## config.mk

```make
export PLATFORM = sky130hd
export DESIGN_NAME = led_matrix_scan_driver_top_flat
export DESIGN_NICKNAME = d
export VERILOG_FILES = /design/src/sv/lmsd_pkg.sv /design/src/sv/lmsd_intf.sv /design/src/sv/lmsd_front.sv /design/src/sv/lmsd_back.sv /design/src/sv/led_matrix_scan_driver_top.sv /design/src/flat_wrapper.sv
export SDC_FILE = /design/constraint.sdc
export NUM_CORES = 1
export LEC_CHECK = 0
export BUFFER_PORTS_ARGS = -buffer_cell sky130_fd_sc_hd__buf_2
export CORE_MARGIN = 2
export CORE_UTILIZATION = 60
export CTS_BUF_LIST = sky130_fd_sc_hd__clkbuf_16
export DETAILED_ROUTE_END_ITERATION = 16
export PLACE_DENSITY = 0.77
export SETUP_SLACK_MARGIN = 0.02
export SLEW_MARGIN = 40
export SYNTH_ARGS = -nofsm -noshare
export SYNTH_HDL_FRONTEND = slang
export SYNTH_HIERARCHICAL = 1
export SYNTH_SLANG_ARGS = --single-unit
```

## constraint.sdc

```tcl
create_clock -name clk_i -period 10 [get_ports clk_i]
set_clock_uncertainty 0.1 [all_clocks]
set_input_delay 0.5 -clock clk_i [delete_from_list [all_inputs] [get_ports clk_i]]
set_output_delay 0.5 -clock clk_i [all_outputs]
set_load 0.01 [all_outputs]
```

## src/sv/lmsd_pkg.sv

```systemverilog
package lmsd_pkg;

  // Matrix geometry
  localparam int unsigned RowCount    = 16;
  localparam int unsigned ColumnCount = 16;

  localparam int unsigned ColBytes   = ColumnCount / 8;
  localparam int unsigned ColBits    = ColBytes * 8;
  localparam int unsigned ClrRowBits = (RowCount / 8) * 8;
  localparam int unsigned MaxBits    = (ColBits > ClrRowBits) ? ColBits : ClrRowBits;

  localparam int unsigned BitW  = $clog2(MaxBits + 1);
  localparam int unsigned RowW  = $clog2(RowCount + 1);
  localparam int unsigned IdxW  = RowW + 8;

  // Frame store
  localparam int unsigned StoreDepth = 32;
  localparam int unsigned AddrW      = 5;

  // Configuration port
  localparam int unsigned CfgIdxW  = 8;
  localparam int unsigned CfgDataW = 16;
  localparam logic [CfgIdxW-1:0] CFG_DWELL_TICKS = 8'd0;
  localparam logic [CfgIdxW-1:0] CFG_SCAN_ENABLE = 8'd1;

  localparam logic [15:0] DwellReset = 16'd50;

  // Request codes
  localparam logic FUNC_WRITE = 1'b0;
  localparam logic FUNC_TICK  = 1'b1;

  // Request as held in the queue between front and back
  typedef struct packed {
    logic             func;
    logic [AddrW-1:0] byte_addr;
    logic [7:0]       byte_value;
  } req_t;

  // Pin levels driven to the matrix
  typedef struct packed {
    logic data;
    logic aclk;
    logic cclk;
    logic latch;
    logic oen;
  } pins_t;

  // One result
  typedef struct packed {
    pins_t pins;
    logic  frame_done;
  } rsp_t;

  // Queue status seen by the back end
  typedef struct packed {
    logic valid;
    req_t req;
  } q_head_t;

endpackage

```

## src/sv/lmsd_intf.sv

```systemverilog
interface lmsd_in_if
  import lmsd_pkg::*;
  ();
  logic             valid;
  logic             ready;
  logic             func;
  logic [AddrW-1:0] byte_addr;
  logic [7:0]       byte_value;

  modport source (output valid, func, byte_addr, byte_value, input ready);
  modport sink   (input valid, func, byte_addr, byte_value, output ready);
endinterface

interface lmsd_out_if;
  logic valid;
  logic ready;
  logic serial_data;
  logic anode_clock;
  logic cathode_clock;
  logic latch_strobe;
  logic output_enable_n;
  logic frame_done;

  modport source (output valid, serial_data, anode_clock, cathode_clock, latch_strobe,
                  output_enable_n, frame_done, input ready);
  modport sink   (input valid, serial_data, anode_clock, cathode_clock, latch_strobe,
                  output_enable_n, frame_done, output ready);
endinterface

interface lmsd_cfg_if
  import lmsd_pkg::*;
  ();
  logic                valid;
  logic                ready;
  logic [CfgIdxW-1:0]  index;
  logic [CfgDataW-1:0] data;

  modport source (output valid, index, data, input ready);
  modport sink   (input valid, index, data, output ready);
endinterface

```

## src/sv/lmsd_front.sv

```systemverilog
module lmsd_front
  import lmsd_pkg::*;
(
  input  logic    clk_i,
  input  logic    rst_ni,
  input  logic    in_valid_i,
  output logic    in_ready_o,
  input  req_t    in_req_i,
  output q_head_t head_o,
  input  logic    pop_i
);

  // Two-entry queue decoupling the input side from the sequencer
  req_t       slot_q [2];
  logic       wr_ptr_q, rd_ptr_q;
  logic [1:0] count_q;
  logic       push;

  assign in_ready_o = (count_q != 2'd2);
  assign push       = in_valid_i && in_ready_o;

  assign head_o.valid = (count_q != 2'd0);
  assign head_o.req   = slot_q[rd_ptr_q];

  // Entry payload, no reset needed
  always_ff @(posedge clk_i) begin
    if (push) begin
      slot_q[wr_ptr_q] <= in_req_i;
    end
  end

  // Pointers and fill level
  always_ff @(posedge clk_i or negedge rst_ni) begin
    if (!rst_ni) begin
      wr_ptr_q <= 1'b0;
      rd_ptr_q <= 1'b0;
      count_q  <= 2'd0;
    end else begin
      if (push) wr_ptr_q <= ~wr_ptr_q;
      if (pop_i) rd_ptr_q <= ~rd_ptr_q;
      unique case ({push, pop_i})
        2'b10:   count_q <= count_q + 2'd1;
        2'b01:   count_q <= count_q - 2'd1;
        default: count_q <= count_q;
      endcase
    end
  end

endmodule

```

## src/sv/lmsd_back.sv

```systemverilog
module lmsd_back
  import lmsd_pkg::*;
(
  input  logic        clk_i,
  input  logic        rst_ni,
  input  q_head_t     head_i,
  output logic        pop_o,
  input  logic [15:0] dwell_ticks_i,
  input  logic        scan_enable_i,
  output logic        out_valid_o,
  input  logic        out_ready_i,
  output rsp_t        out_rsp_o
);

  typedef enum logic [3:0] {
    PH_CLR_ROW_HI, PH_CLR_ROW_LO, PH_CLR_COL_HI, PH_CLR_COL_LO,
    PH_CLR_LAT_HI, PH_CLR_LAT_LO, PH_IDLE, PH_SEED_HI,
    PH_SEED_LO, PH_COL_HI, PH_COL_LO, PH_LAT_HI,
    PH_LAT_LO, PH_DWELL, PH_ROW_HI, PH_ROW_LO
  } phase_e;

  logic [7:0] store_q [StoreDepth];

  phase_e          phase_q, phase_d, cur;
  logic [BitW-1:0] bit_q, bit_d, bit_inc;
  logic [RowW-1:0] row_q, row_d, row_inc;
  logic [15:0]     dwell_q, dwell_d, limit;
  logic [16:0]     dwell_inc;
  pins_t           pins_q, pins_d;
  logic            done;
  logic            out_valid_q;
  rsp_t            rsp_q;
  logic            step;
  logic            scanning;
  logic [IdxW-1:0] idx_full;
  logic [7:0]      pix_byte;
  logic            pixel;

  // One request is carried out per cycle while the result slot is free
  assign step  = head_i.valid && (!out_valid_q || out_ready_i);
  assign pop_o = step;

  assign out_valid_o = out_valid_q;
  assign out_rsp_o   = rsp_q;

  // Column pixel lookup
  assign idx_full = IdxW'(row_q) * IdxW'(ColBytes) + IdxW'(bit_q >> 3);
  assign pix_byte = store_q[idx_full[AddrW-1:0]];
  assign pixel    = ~pix_byte[~bit_q[2:0]];

  assign bit_inc   = bit_q + BitW'(1);
  assign row_inc   = row_q + RowW'(1);
  assign dwell_inc = {1'b0, dwell_q} + 17'd1;
  assign limit     = (dwell_ticks_i == 16'd0) ? 16'd1 : dwell_ticks_i;
  assign scanning  = (phase_q >= PH_SEED_HI);

  // Next step of the pin sequencer
  always_comb begin
    phase_d = phase_q;
    bit_d   = bit_q;
    row_d   = row_q;
    dwell_d = dwell_q;
    pins_d  = pins_q;
    done    = 1'b0;
    cur     = phase_q;
    if (head_i.req.func == FUNC_TICK) begin
      if (scanning && !scan_enable_i) begin
        // abandon the frame
        phase_d = PH_IDLE;
        pins_d  = '{data: pins_q.data, aclk: 1'b0, cclk: 1'b0, latch: 1'b0, oen: 1'b1};
      end else begin
        if (phase_q == PH_IDLE) begin
          if (scan_enable_i) begin
            cur = PH_SEED_HI;
          end else begin
            pins_d = '{data: pins_q.data, aclk: 1'b0, cclk: 1'b0, latch: 1'b0, oen: 1'b1};
          end
        end
        unique case (cur)
          PH_CLR_ROW_HI: begin
            pins_d  = '{data: 1'b0, aclk: 1'b1, cclk: 1'b0, latch: 1'b0, oen: 1'b1};
            phase_d = PH_CLR_ROW_LO;
          end
          PH_CLR_ROW_LO: begin
            pins_d = '{data: pins_q.data, aclk: 1'b0, cclk: 1'b0, latch: 1'b0, oen: 1'b1};
            if (bit_inc >= BitW'(ClrRowBits)) begin
              bit_d   = '0;
              phase_d = PH_CLR_COL_HI;
            end else begin
              bit_d   = bit_inc;
              phase_d = PH_CLR_ROW_HI;
            end
          end
          PH_CLR_COL_HI: begin
            pins_d  = '{data: 1'b1, aclk: 1'b0, cclk: 1'b1, latch: 1'b0, oen: 1'b1};
            phase_d = PH_CLR_COL_LO;
          end
          PH_CLR_COL_LO: begin
            pins_d = '{data: pins_q.data, aclk: 1'b0, cclk: 1'b0, latch: 1'b0, oen: 1'b1};
            if (bit_inc >= BitW'(ColBits)) begin
              bit_d   = '0;
              phase_d = PH_CLR_LAT_HI;
            end else begin
              bit_d   = bit_inc;
              phase_d = PH_CLR_COL_HI;
            end
          end
          PH_CLR_LAT_HI: begin
            pins_d  = '{data: pins_q.data, aclk: 1'b0, cclk: 1'b0, latch: 1'b1, oen: 1'b1};
            phase_d = PH_CLR_LAT_LO;
          end
          PH_CLR_LAT_LO: begin
            pins_d  = '{data: pins_q.data, aclk: 1'b0, cclk: 1'b0, latch: 1'b0, oen: 1'b1};
            phase_d = PH_IDLE;
          end
          PH_IDLE: begin
            phase_d = PH_IDLE;
          end
          PH_SEED_HI: begin
            pins_d  = '{data: 1'b1, aclk: 1'b1, cclk: 1'b0, latch: 1'b0, oen: 1'b1};
            phase_d = PH_SEED_LO;
          end
          PH_SEED_LO: begin
            pins_d  = '{data: pins_q.data, aclk: 1'b0, cclk: 1'b0, latch: 1'b0, oen: 1'b1};
            row_d   = '0;
            bit_d   = '0;
            phase_d = PH_COL_HI;
          end
          PH_COL_HI: begin
            pins_d  = '{data: pixel, aclk: 1'b0, cclk: 1'b1, latch: 1'b0, oen: 1'b1};
            phase_d = PH_COL_LO;
          end
          PH_COL_LO: begin
            pins_d = '{data: pins_q.data, aclk: 1'b0, cclk: 1'b0, latch: 1'b0, oen: 1'b1};
            if (bit_inc >= BitW'(ColBits)) begin
              bit_d   = '0;
              phase_d = PH_LAT_HI;
            end else begin
              bit_d   = bit_inc;
              phase_d = PH_COL_HI;
            end
          end
          PH_LAT_HI: begin
            pins_d  = '{data: pins_q.data, aclk: 1'b0, cclk: 1'b0, latch: 1'b1, oen: 1'b1};
            phase_d = PH_LAT_LO;
          end
          PH_LAT_LO: begin
            pins_d  = '{data: pins_q.data, aclk: 1'b0, cclk: 1'b0, latch: 1'b0, oen: 1'b1};
            dwell_d = '0;
            phase_d = PH_DWELL;
          end
          PH_DWELL: begin
            pins_d = '{data: pins_q.data, aclk: 1'b0, cclk: 1'b0, latch: 1'b0, oen: 1'b0};
            if (dwell_inc >= {1'b0, limit}) begin
              dwell_d = '0;
              phase_d = PH_ROW_HI;
            end else begin
              dwell_d = dwell_inc[15:0];
            end
          end
          PH_ROW_HI: begin
            pins_d  = '{data: 1'b0, aclk: 1'b1, cclk: 1'b0, latch: 1'b0, oen: 1'b1};
            phase_d = PH_ROW_LO;
          end
          PH_ROW_LO: begin
            pins_d = '{data: pins_q.data, aclk: 1'b0, cclk: 1'b0, latch: 1'b0, oen: 1'b1};
            if (row_inc >= RowW'(RowCount)) begin
              row_d   = '0;
              done    = 1'b1;
              phase_d = PH_IDLE;
            end else begin
              row_d   = row_inc;
              phase_d = PH_COL_HI;
            end
          end
          default: phase_d = phase_q;
        endcase
      end
    end
  end

  // Frame store, cleared at reset
  always_ff @(posedge clk_i or negedge rst_ni) begin
    if (!rst_ni) begin
      for (int i = 0; i < StoreDepth; i++) begin
        store_q[i] <= 8'h00;
      end
    end else if (step && head_i.req.func == FUNC_WRITE) begin
      store_q[head_i.req.byte_addr] <= head_i.req.byte_value;
    end
  end

  // Sequencer state, pins and result register
  always_ff @(posedge clk_i or negedge rst_ni) begin
    if (!rst_ni) begin
      phase_q     <= PH_CLR_ROW_HI;
      bit_q       <= '0;
      row_q       <= '0;
      dwell_q     <= '0;
      pins_q      <= '{data: 1'b0, aclk: 1'b0, cclk: 1'b0, latch: 1'b0, oen: 1'b1};
      out_valid_q <= 1'b0;
      rsp_q       <= '0;
    end else begin
      if (step) begin
        phase_q     <= phase_d;
        bit_q       <= bit_d;
        row_q       <= row_d;
        dwell_q     <= dwell_d;
        pins_q      <= pins_d;
        out_valid_q <= 1'b1;
        rsp_q       <= '{pins: pins_d, frame_done: done};
      end else if (out_ready_i) begin
        out_valid_q <= 1'b0;
      end
    end
  end

endmodule

```

## src/sv/led_matrix_scan_driver_top.sv

```systemverilog
// Channel  Role    Payload
// req_i    sink    func, byte_addr, byte_value
// rsp_o    source  serial_data, anode_clock, cathode_clock, latch_strobe,
//                  output_enable_n, frame_done
// cfg_i    sink    index, data (always ready)
//
// Every request (frame byte write or tick) yields one result; one request per cycle is
// sustained while results are taken, set by the single-step pin sequencer in the back end.
// An accepted request is registered in the queue slot, then in the result register.
// Reset clears the frame store at once (flip-flops) and starts the clear sequence.
// A stalled result holds its register; the queue keeps taking requests until full.
module led_matrix_scan_driver_top
  import lmsd_pkg::*;
(
  input  logic       clk_i,
  input  logic       rst_ni,
  lmsd_in_if.sink    req_i,
  lmsd_out_if.source rsp_o,
  lmsd_cfg_if.sink   cfg_i
);

  logic [15:0] dwell_ticks_q;
  logic        scan_enable_q;
  req_t        in_req;
  q_head_t     head;
  logic        pop;
  rsp_t        rsp;

  // Configuration registers
  assign cfg_i.ready = 1'b1;

  always_ff @(posedge clk_i or negedge rst_ni) begin
    if (!rst_ni) begin
      dwell_ticks_q <= DwellReset;
      scan_enable_q <= 1'b0;
    end else if (cfg_i.valid) begin
      unique case (cfg_i.index)
        CFG_DWELL_TICKS: begin
          dwell_ticks_q <= cfg_i.data;
        end
        CFG_SCAN_ENABLE: begin
          scan_enable_q <= cfg_i.data[0];
        end
        default: ;
      endcase
    end
  end

  assign in_req = '{func: req_i.func, byte_addr: req_i.byte_addr,
                    byte_value: req_i.byte_value};

  lmsd_front u_front (
    .clk_i      (clk_i),
    .rst_ni     (rst_ni),
    .in_valid_i (req_i.valid),
    .in_ready_o (req_i.ready),
    .in_req_i   (in_req),
    .head_o     (head),
    .pop_i      (pop)
  );

  lmsd_back u_back (
    .clk_i         (clk_i),
    .rst_ni        (rst_ni),
    .head_i        (head),
    .pop_o         (pop),
    .dwell_ticks_i (dwell_ticks_q),
    .scan_enable_i (scan_enable_q),
    .out_valid_o   (rsp_o.valid),
    .out_ready_i   (rsp_o.ready),
    .out_rsp_o     (rsp)
  );

  assign rsp_o.serial_data     = rsp.pins.data;
  assign rsp_o.anode_clock     = rsp.pins.aclk;
  assign rsp_o.cathode_clock   = rsp.pins.cclk;
  assign rsp_o.latch_strobe    = rsp.pins.latch;
  assign rsp_o.output_enable_n = rsp.pins.oen;
  assign rsp_o.frame_done      = rsp.frame_done;

endmodule

```

## src/flat_wrapper.sv

```systemverilog
// flat-port wrapper written by rule: the top's interface ports become plain ports
module led_matrix_scan_driver_top_flat import lmsd_pkg::*;
  (clk_i, rst_ni, req_i_valid, req_i_func, req_i_byte_addr, req_i_byte_value, req_i_ready, rsp_o_valid, rsp_o_serial_data, rsp_o_anode_clock, rsp_o_cathode_clock, rsp_o_latch_strobe, rsp_o_output_enable_n, rsp_o_frame_done, rsp_o_ready, cfg_i_valid, cfg_i_index, cfg_i_data, cfg_i_ready);
  lmsd_in_if req_i_i ();
  lmsd_out_if rsp_o_i ();
  lmsd_cfg_if cfg_i_i ();
  input  logic clk_i;
  input  logic rst_ni;
  input wire logic [$bits(req_i_i.valid)-1:0] req_i_valid;
  input wire logic [$bits(req_i_i.func)-1:0] req_i_func;
  input wire logic [$bits(req_i_i.byte_addr)-1:0] req_i_byte_addr;
  input wire logic [$bits(req_i_i.byte_value)-1:0] req_i_byte_value;
  output wire logic [$bits(req_i_i.ready)-1:0] req_i_ready;
  output wire logic [$bits(rsp_o_i.valid)-1:0] rsp_o_valid;
  output wire logic [$bits(rsp_o_i.serial_data)-1:0] rsp_o_serial_data;
  output wire logic [$bits(rsp_o_i.anode_clock)-1:0] rsp_o_anode_clock;
  output wire logic [$bits(rsp_o_i.cathode_clock)-1:0] rsp_o_cathode_clock;
  output wire logic [$bits(rsp_o_i.latch_strobe)-1:0] rsp_o_latch_strobe;
  output wire logic [$bits(rsp_o_i.output_enable_n)-1:0] rsp_o_output_enable_n;
  output wire logic [$bits(rsp_o_i.frame_done)-1:0] rsp_o_frame_done;
  input wire logic [$bits(rsp_o_i.ready)-1:0] rsp_o_ready;
  input wire logic [$bits(cfg_i_i.valid)-1:0] cfg_i_valid;
  input wire logic [$bits(cfg_i_i.index)-1:0] cfg_i_index;
  input wire logic [$bits(cfg_i_i.data)-1:0] cfg_i_data;
  output wire logic [$bits(cfg_i_i.ready)-1:0] cfg_i_ready;
  assign req_i_i.valid = req_i_valid;
  assign req_i_i.func = req_i_func;
  assign req_i_i.byte_addr = req_i_byte_addr;
  assign req_i_i.byte_value = req_i_byte_value;
  assign req_i_ready = req_i_i.ready;
  assign rsp_o_valid = rsp_o_i.valid;
  assign rsp_o_serial_data = rsp_o_i.serial_data;
  assign rsp_o_anode_clock = rsp_o_i.anode_clock;
  assign rsp_o_cathode_clock = rsp_o_i.cathode_clock;
  assign rsp_o_latch_strobe = rsp_o_i.latch_strobe;
  assign rsp_o_output_enable_n = rsp_o_i.output_enable_n;
  assign rsp_o_frame_done = rsp_o_i.frame_done;
  assign rsp_o_i.ready = rsp_o_ready;
  assign cfg_i_i.valid = cfg_i_valid;
  assign cfg_i_i.index = cfg_i_index;
  assign cfg_i_i.data = cfg_i_data;
  assign cfg_i_ready = cfg_i_i.ready;
  led_matrix_scan_driver_top u_core (.clk_i(clk_i), .rst_ni(rst_ni), .req_i(req_i_i), .rsp_o(rsp_o_i), .cfg_i(cfg_i_i));
endmodule
```

==> run metrics <==
post-route insts no fill=roughly 1600; die footprint=around 29000 um2; part of the power in the clock network=between 20% and 30%; RSZ-0062 raised after global routing=false; Cell Int Power=3.08 mW; share of layout cells above drive strength 1=38.1%; Mapped Avg Cell Area=13.8 um2; share of total power in combinational logic=25.5%; via count=between 10000 and 15000; num rows=61; DP HPWL=23300 um; antenna violations before repair=0; max-slew violations=0; reg2reg path depth=14; sequential share of the synthesized area=52.3%; Seq pwr share=46.8%; WHS Path Cells=1; DP Area=17100 um2; CP arrival=4.32 ns; DRT antenna net count=0; Ys Warns=6; cell area power density=242 nW/um2; crit path max fanout=11; first-pass GRT wire length=58500 um; Max-cap violations=0; Seq cells post-synth=between 300 and 400; worst min path class=in2reg; worst vdd ir=0.193 mV; Clock transition at path regs=0.06 ns; CTS Root Cell=clkbuf_16; Post-Syn Area=16700 um2; CP max-delay cell=a21oi_2; NetSw=between 1 and 1.5 mW; Worst R2R Setup Slack=around 6.0 ns; CTS Sinks=343; Synth Instances=1212; Post-CTS Resized=0; CORE AREA=27600 um2; CTS tree=yes; GR peak layer=met2; worst hold endpoint=u_core/u_front/slot_q[1][2]; Final #Nets=between 1000 and 1500; top_reg_cell synth=dfrtp_1; Fillers=1980; Sequential Area=about 8700 um2; Setup crit start kind=flop; hold_sp=req_i_byte_value[2]; post-synth cell types=between 70 and 80; Worst path depth=14; minimum clock period=4.00 ns; Buf/Inv on CP=0; maximum clock path buffer count=3; crit path capture type=flop; area of the multi-input gates=between 7000 and 8000 um2; Clk Latency, worst-skew pair=0.51 ns; Ports=52; DR vias/cell=6.25; post-route design area=18200 um2; WS Path Type=reg2reg; placed cell count=1564; pin count of the biggest net entering global routing=92; post-CTS setup buffers=0; CP Cell Sequence=ha_1 -> nand2_1 -> nor2_1 -> nand3_1 -> nor2_1 -> xnor2_1 -> ha_1 -> a21o_1 -> a21o_1 -> a21oi_1 -> o311ai_1 -> a21oi_2 -> o21ai_1 -> o211ai_1; GRT Total Usage=26.3%; status=complete, no violations; Mapped Nets=around 1300; fmax=250 MHz; switching portion of total power=30.2%; Setup TNS=0 ns; Worst-Margin Slew=0.883 ns; met1 Track Usage GR=37.6%; initial core utilization=between 60% and 70%; Setup violations, final=0; antenna fix cells=0; global route overflow=0; cell family with most CP delay=compound AO/OA/AOI/OAI gates; final hold vios=0; htree depth=2; Worst EP required=between 10 and 15 ns; die width=171 um; WL per Instance=22.7 um; worst r2r src=u_core/u_back/dwell_q[0]; vias in the first global route=10322; FF-to-FF End=u_core/u_back/dwell_q[8]; Routed WL=37000 um; number of synthesized flops with an enable pin=28; crit-path max cell delay=slightly above 0.5 ns; Lkg Pwr=just over 8 nW; asr flop ratio synth=91.8%; routability congestion estimate=0.835; part of the cycle the worst path needs=40.0%; DRC violations left=0; met2 Use GR=41.4%; die height=roughly 170 um; Util after Layout=66.0%; initial detailed-routing violation count=between 900 and 1000; Area Overhead vs Synth=8.97%; met3 usage=3.68%; hold_buf cts=1; drt pass-1 iters=5; Port Buffers=50; TritonCTS Buffers=37; relative slew slack=approximately two fifths
-- cells by family after synthesis --
| family | synth area share, % |
|---|---|
| xor+xnor | 1.32 |
| flops | 52.3 |
| other cells | 0.0225 |
| simple gates | 7.21 |
| buf+inv | 3.30 |
| fa+ha+maj | 1.65 |
| mux | 29.9 |
| compound gates | 4.31 |
-- power by group through the flow --
stage / sequential, mW / combinational [mW] / clock, mW
floorplan: 1.97 / 0.912 / 0
global placement: 2.05 / 1.07 / 0
detailed placement: 2.08 / 1.11 / 0
CTS: 2.06 / 1.12 / 1.25
global route: 2.11 / 1.21 / 1.31
finish: 2.06 / 1.12 / 1.22
-- area by class of cell --
class                      instances  share of cell area [%]
timing repair buffer              61                    2.01
multi-input combinational        757                    41.0
sequential                       343                    48.0
clock buffer                      37                    5.09
inverter                          26                   0.537
clock inverter                    28                   0.771
tap                              378                    2.60
-- Yosys cell counts (4+ instances only) --
master,number,area [um2]
dfrtp_1,311,7780
mux2_2,268,3020
nand2_1,86,323
mux4_2,62,1400
clkbuf_1,45,169
nor2_1,42,158
edfxtp_1,28,841
nand3_1,26,130
inv_1,25,93.8
ha_1,22,275
buf_2,19,95.1
a21oi_1,18,90.1
nor3_1,17,85.1
o21ai_0,16,80.1
xnor2_1,15,131
o211ai_1,13,97.6
mux2_1,12,135
mux2i_1,12,120
buf_4,11,82.6
nand2b_1,11,68.8
mux2_4,9,135
nand4_1,8,50.1
a32o_1,7,70.1
o2111ai_1,7,61.3
xor2_1,7,61.3
a21o_1,6,45.0
nor4_1,6,37.5
o21ai_1,6,30.0
and3_1,5,31.3
buf_1,5,18.8
mux4_1,5,131
nor3_2,5,50.1
a211oi_1,4,30.0
dfstp_2,4,105
nor2b_1,4,25.0
or3_1,4,25.0
-- sequential cells by signal, indices dropped and copies added (netlist names) --
| name | cells |
|---|---|
| u_core/u_back/store_q | 256 |
| u_core/u_front/count_q | 2 |
| u_core/u_front/slot_q | 28 |
| u_core/u_back/phase_q | 4 |
| u_core/u_front/rd_ptr_q | 1 |
| u_core/dwell_ticks_q | 16 |
| u_core/u_front/wr_ptr_q | 1 |
| u_core/u_back/pins_q | 1 |
| u_core/u_back/row_q | 5 |
| u_core/u_back/out_rsp_o | 6 |
| u_core/u_back/dwell_q | 16 |
| u_core/scan_enable_q | 1 |
| u_core/u_back/out_valid_o | 1 |
| u_core/u_back/bit_q | 5 |
-- how the worst max path moves through the flow --
stage	startpoint	end
2_1_floorplan	u_core/u_back/dwell_q[2]	u_core/u_back/dwell_q[10]
3_3_place_gp	u_core/u_back/dwell_q[0]	u_core/u_back/dwell_q[11]
3_5_place_dp	u_core/u_back/dwell_q[0]	u_core/u_back/dwell_q[12]
4_1_cts	u_core/u_back/dwell_q[0]	u_core/u_back/dwell_q[8]
5_1_grt	u_core/u_back/dwell_q[0]	u_core/u_back/dwell_q[8]
6_report	u_core/u_back/dwell_q[0]	u_core/u_back/dwell_q[8]
-- stage by stage --
stage	setup WS (ns)	total power, mW	hold WS [ns]
final	6.00	4.41	0.0767
after global placement	5.90	3.12	0.360
after CTS	6.06	4.43	0.0574
after detailed placement	6.13	3.19	0.365
after global routing	5.63	4.63	0.0668
after floorplan	6.70	2.88	0.104
-- layer usage --
| layer | vias up | routed length, um | share of wire, % |
|---|---|---|---|
| met4 | 0 | 1190 | 3.2 |
| met1 | 5304 | 16400 | 44 |
| li1 | 4502 | - | - |
| met5 | - | 0 | 0 |
| met3 | 77 | 1920 | 5.2 |
| met2 | 300 | 17500 | 47 |
-- cell usage in the layout, fill, tap and decap left out, types with 8 or more instances in the layout --
master	instances
mux2_2	268
o21ai_0	16
inv_1	32
edfxtp_1	28
mux2i_1	12
nand4_1	8
dfrtp_1	310
nor2_1	37
clkinv_1	13
mux2_1	12
o211ai_1	13
nor3_1	17
a21oi_1	17
ha_1	21
nand2b_1	11
nand2_1	86
xnor2_1	14
mux2_4	9
mux4_2	62
clkbuf_16	37
buf_2	49
nand3_1	26
No activity file was read; power rests on OpenSTA's default activity.
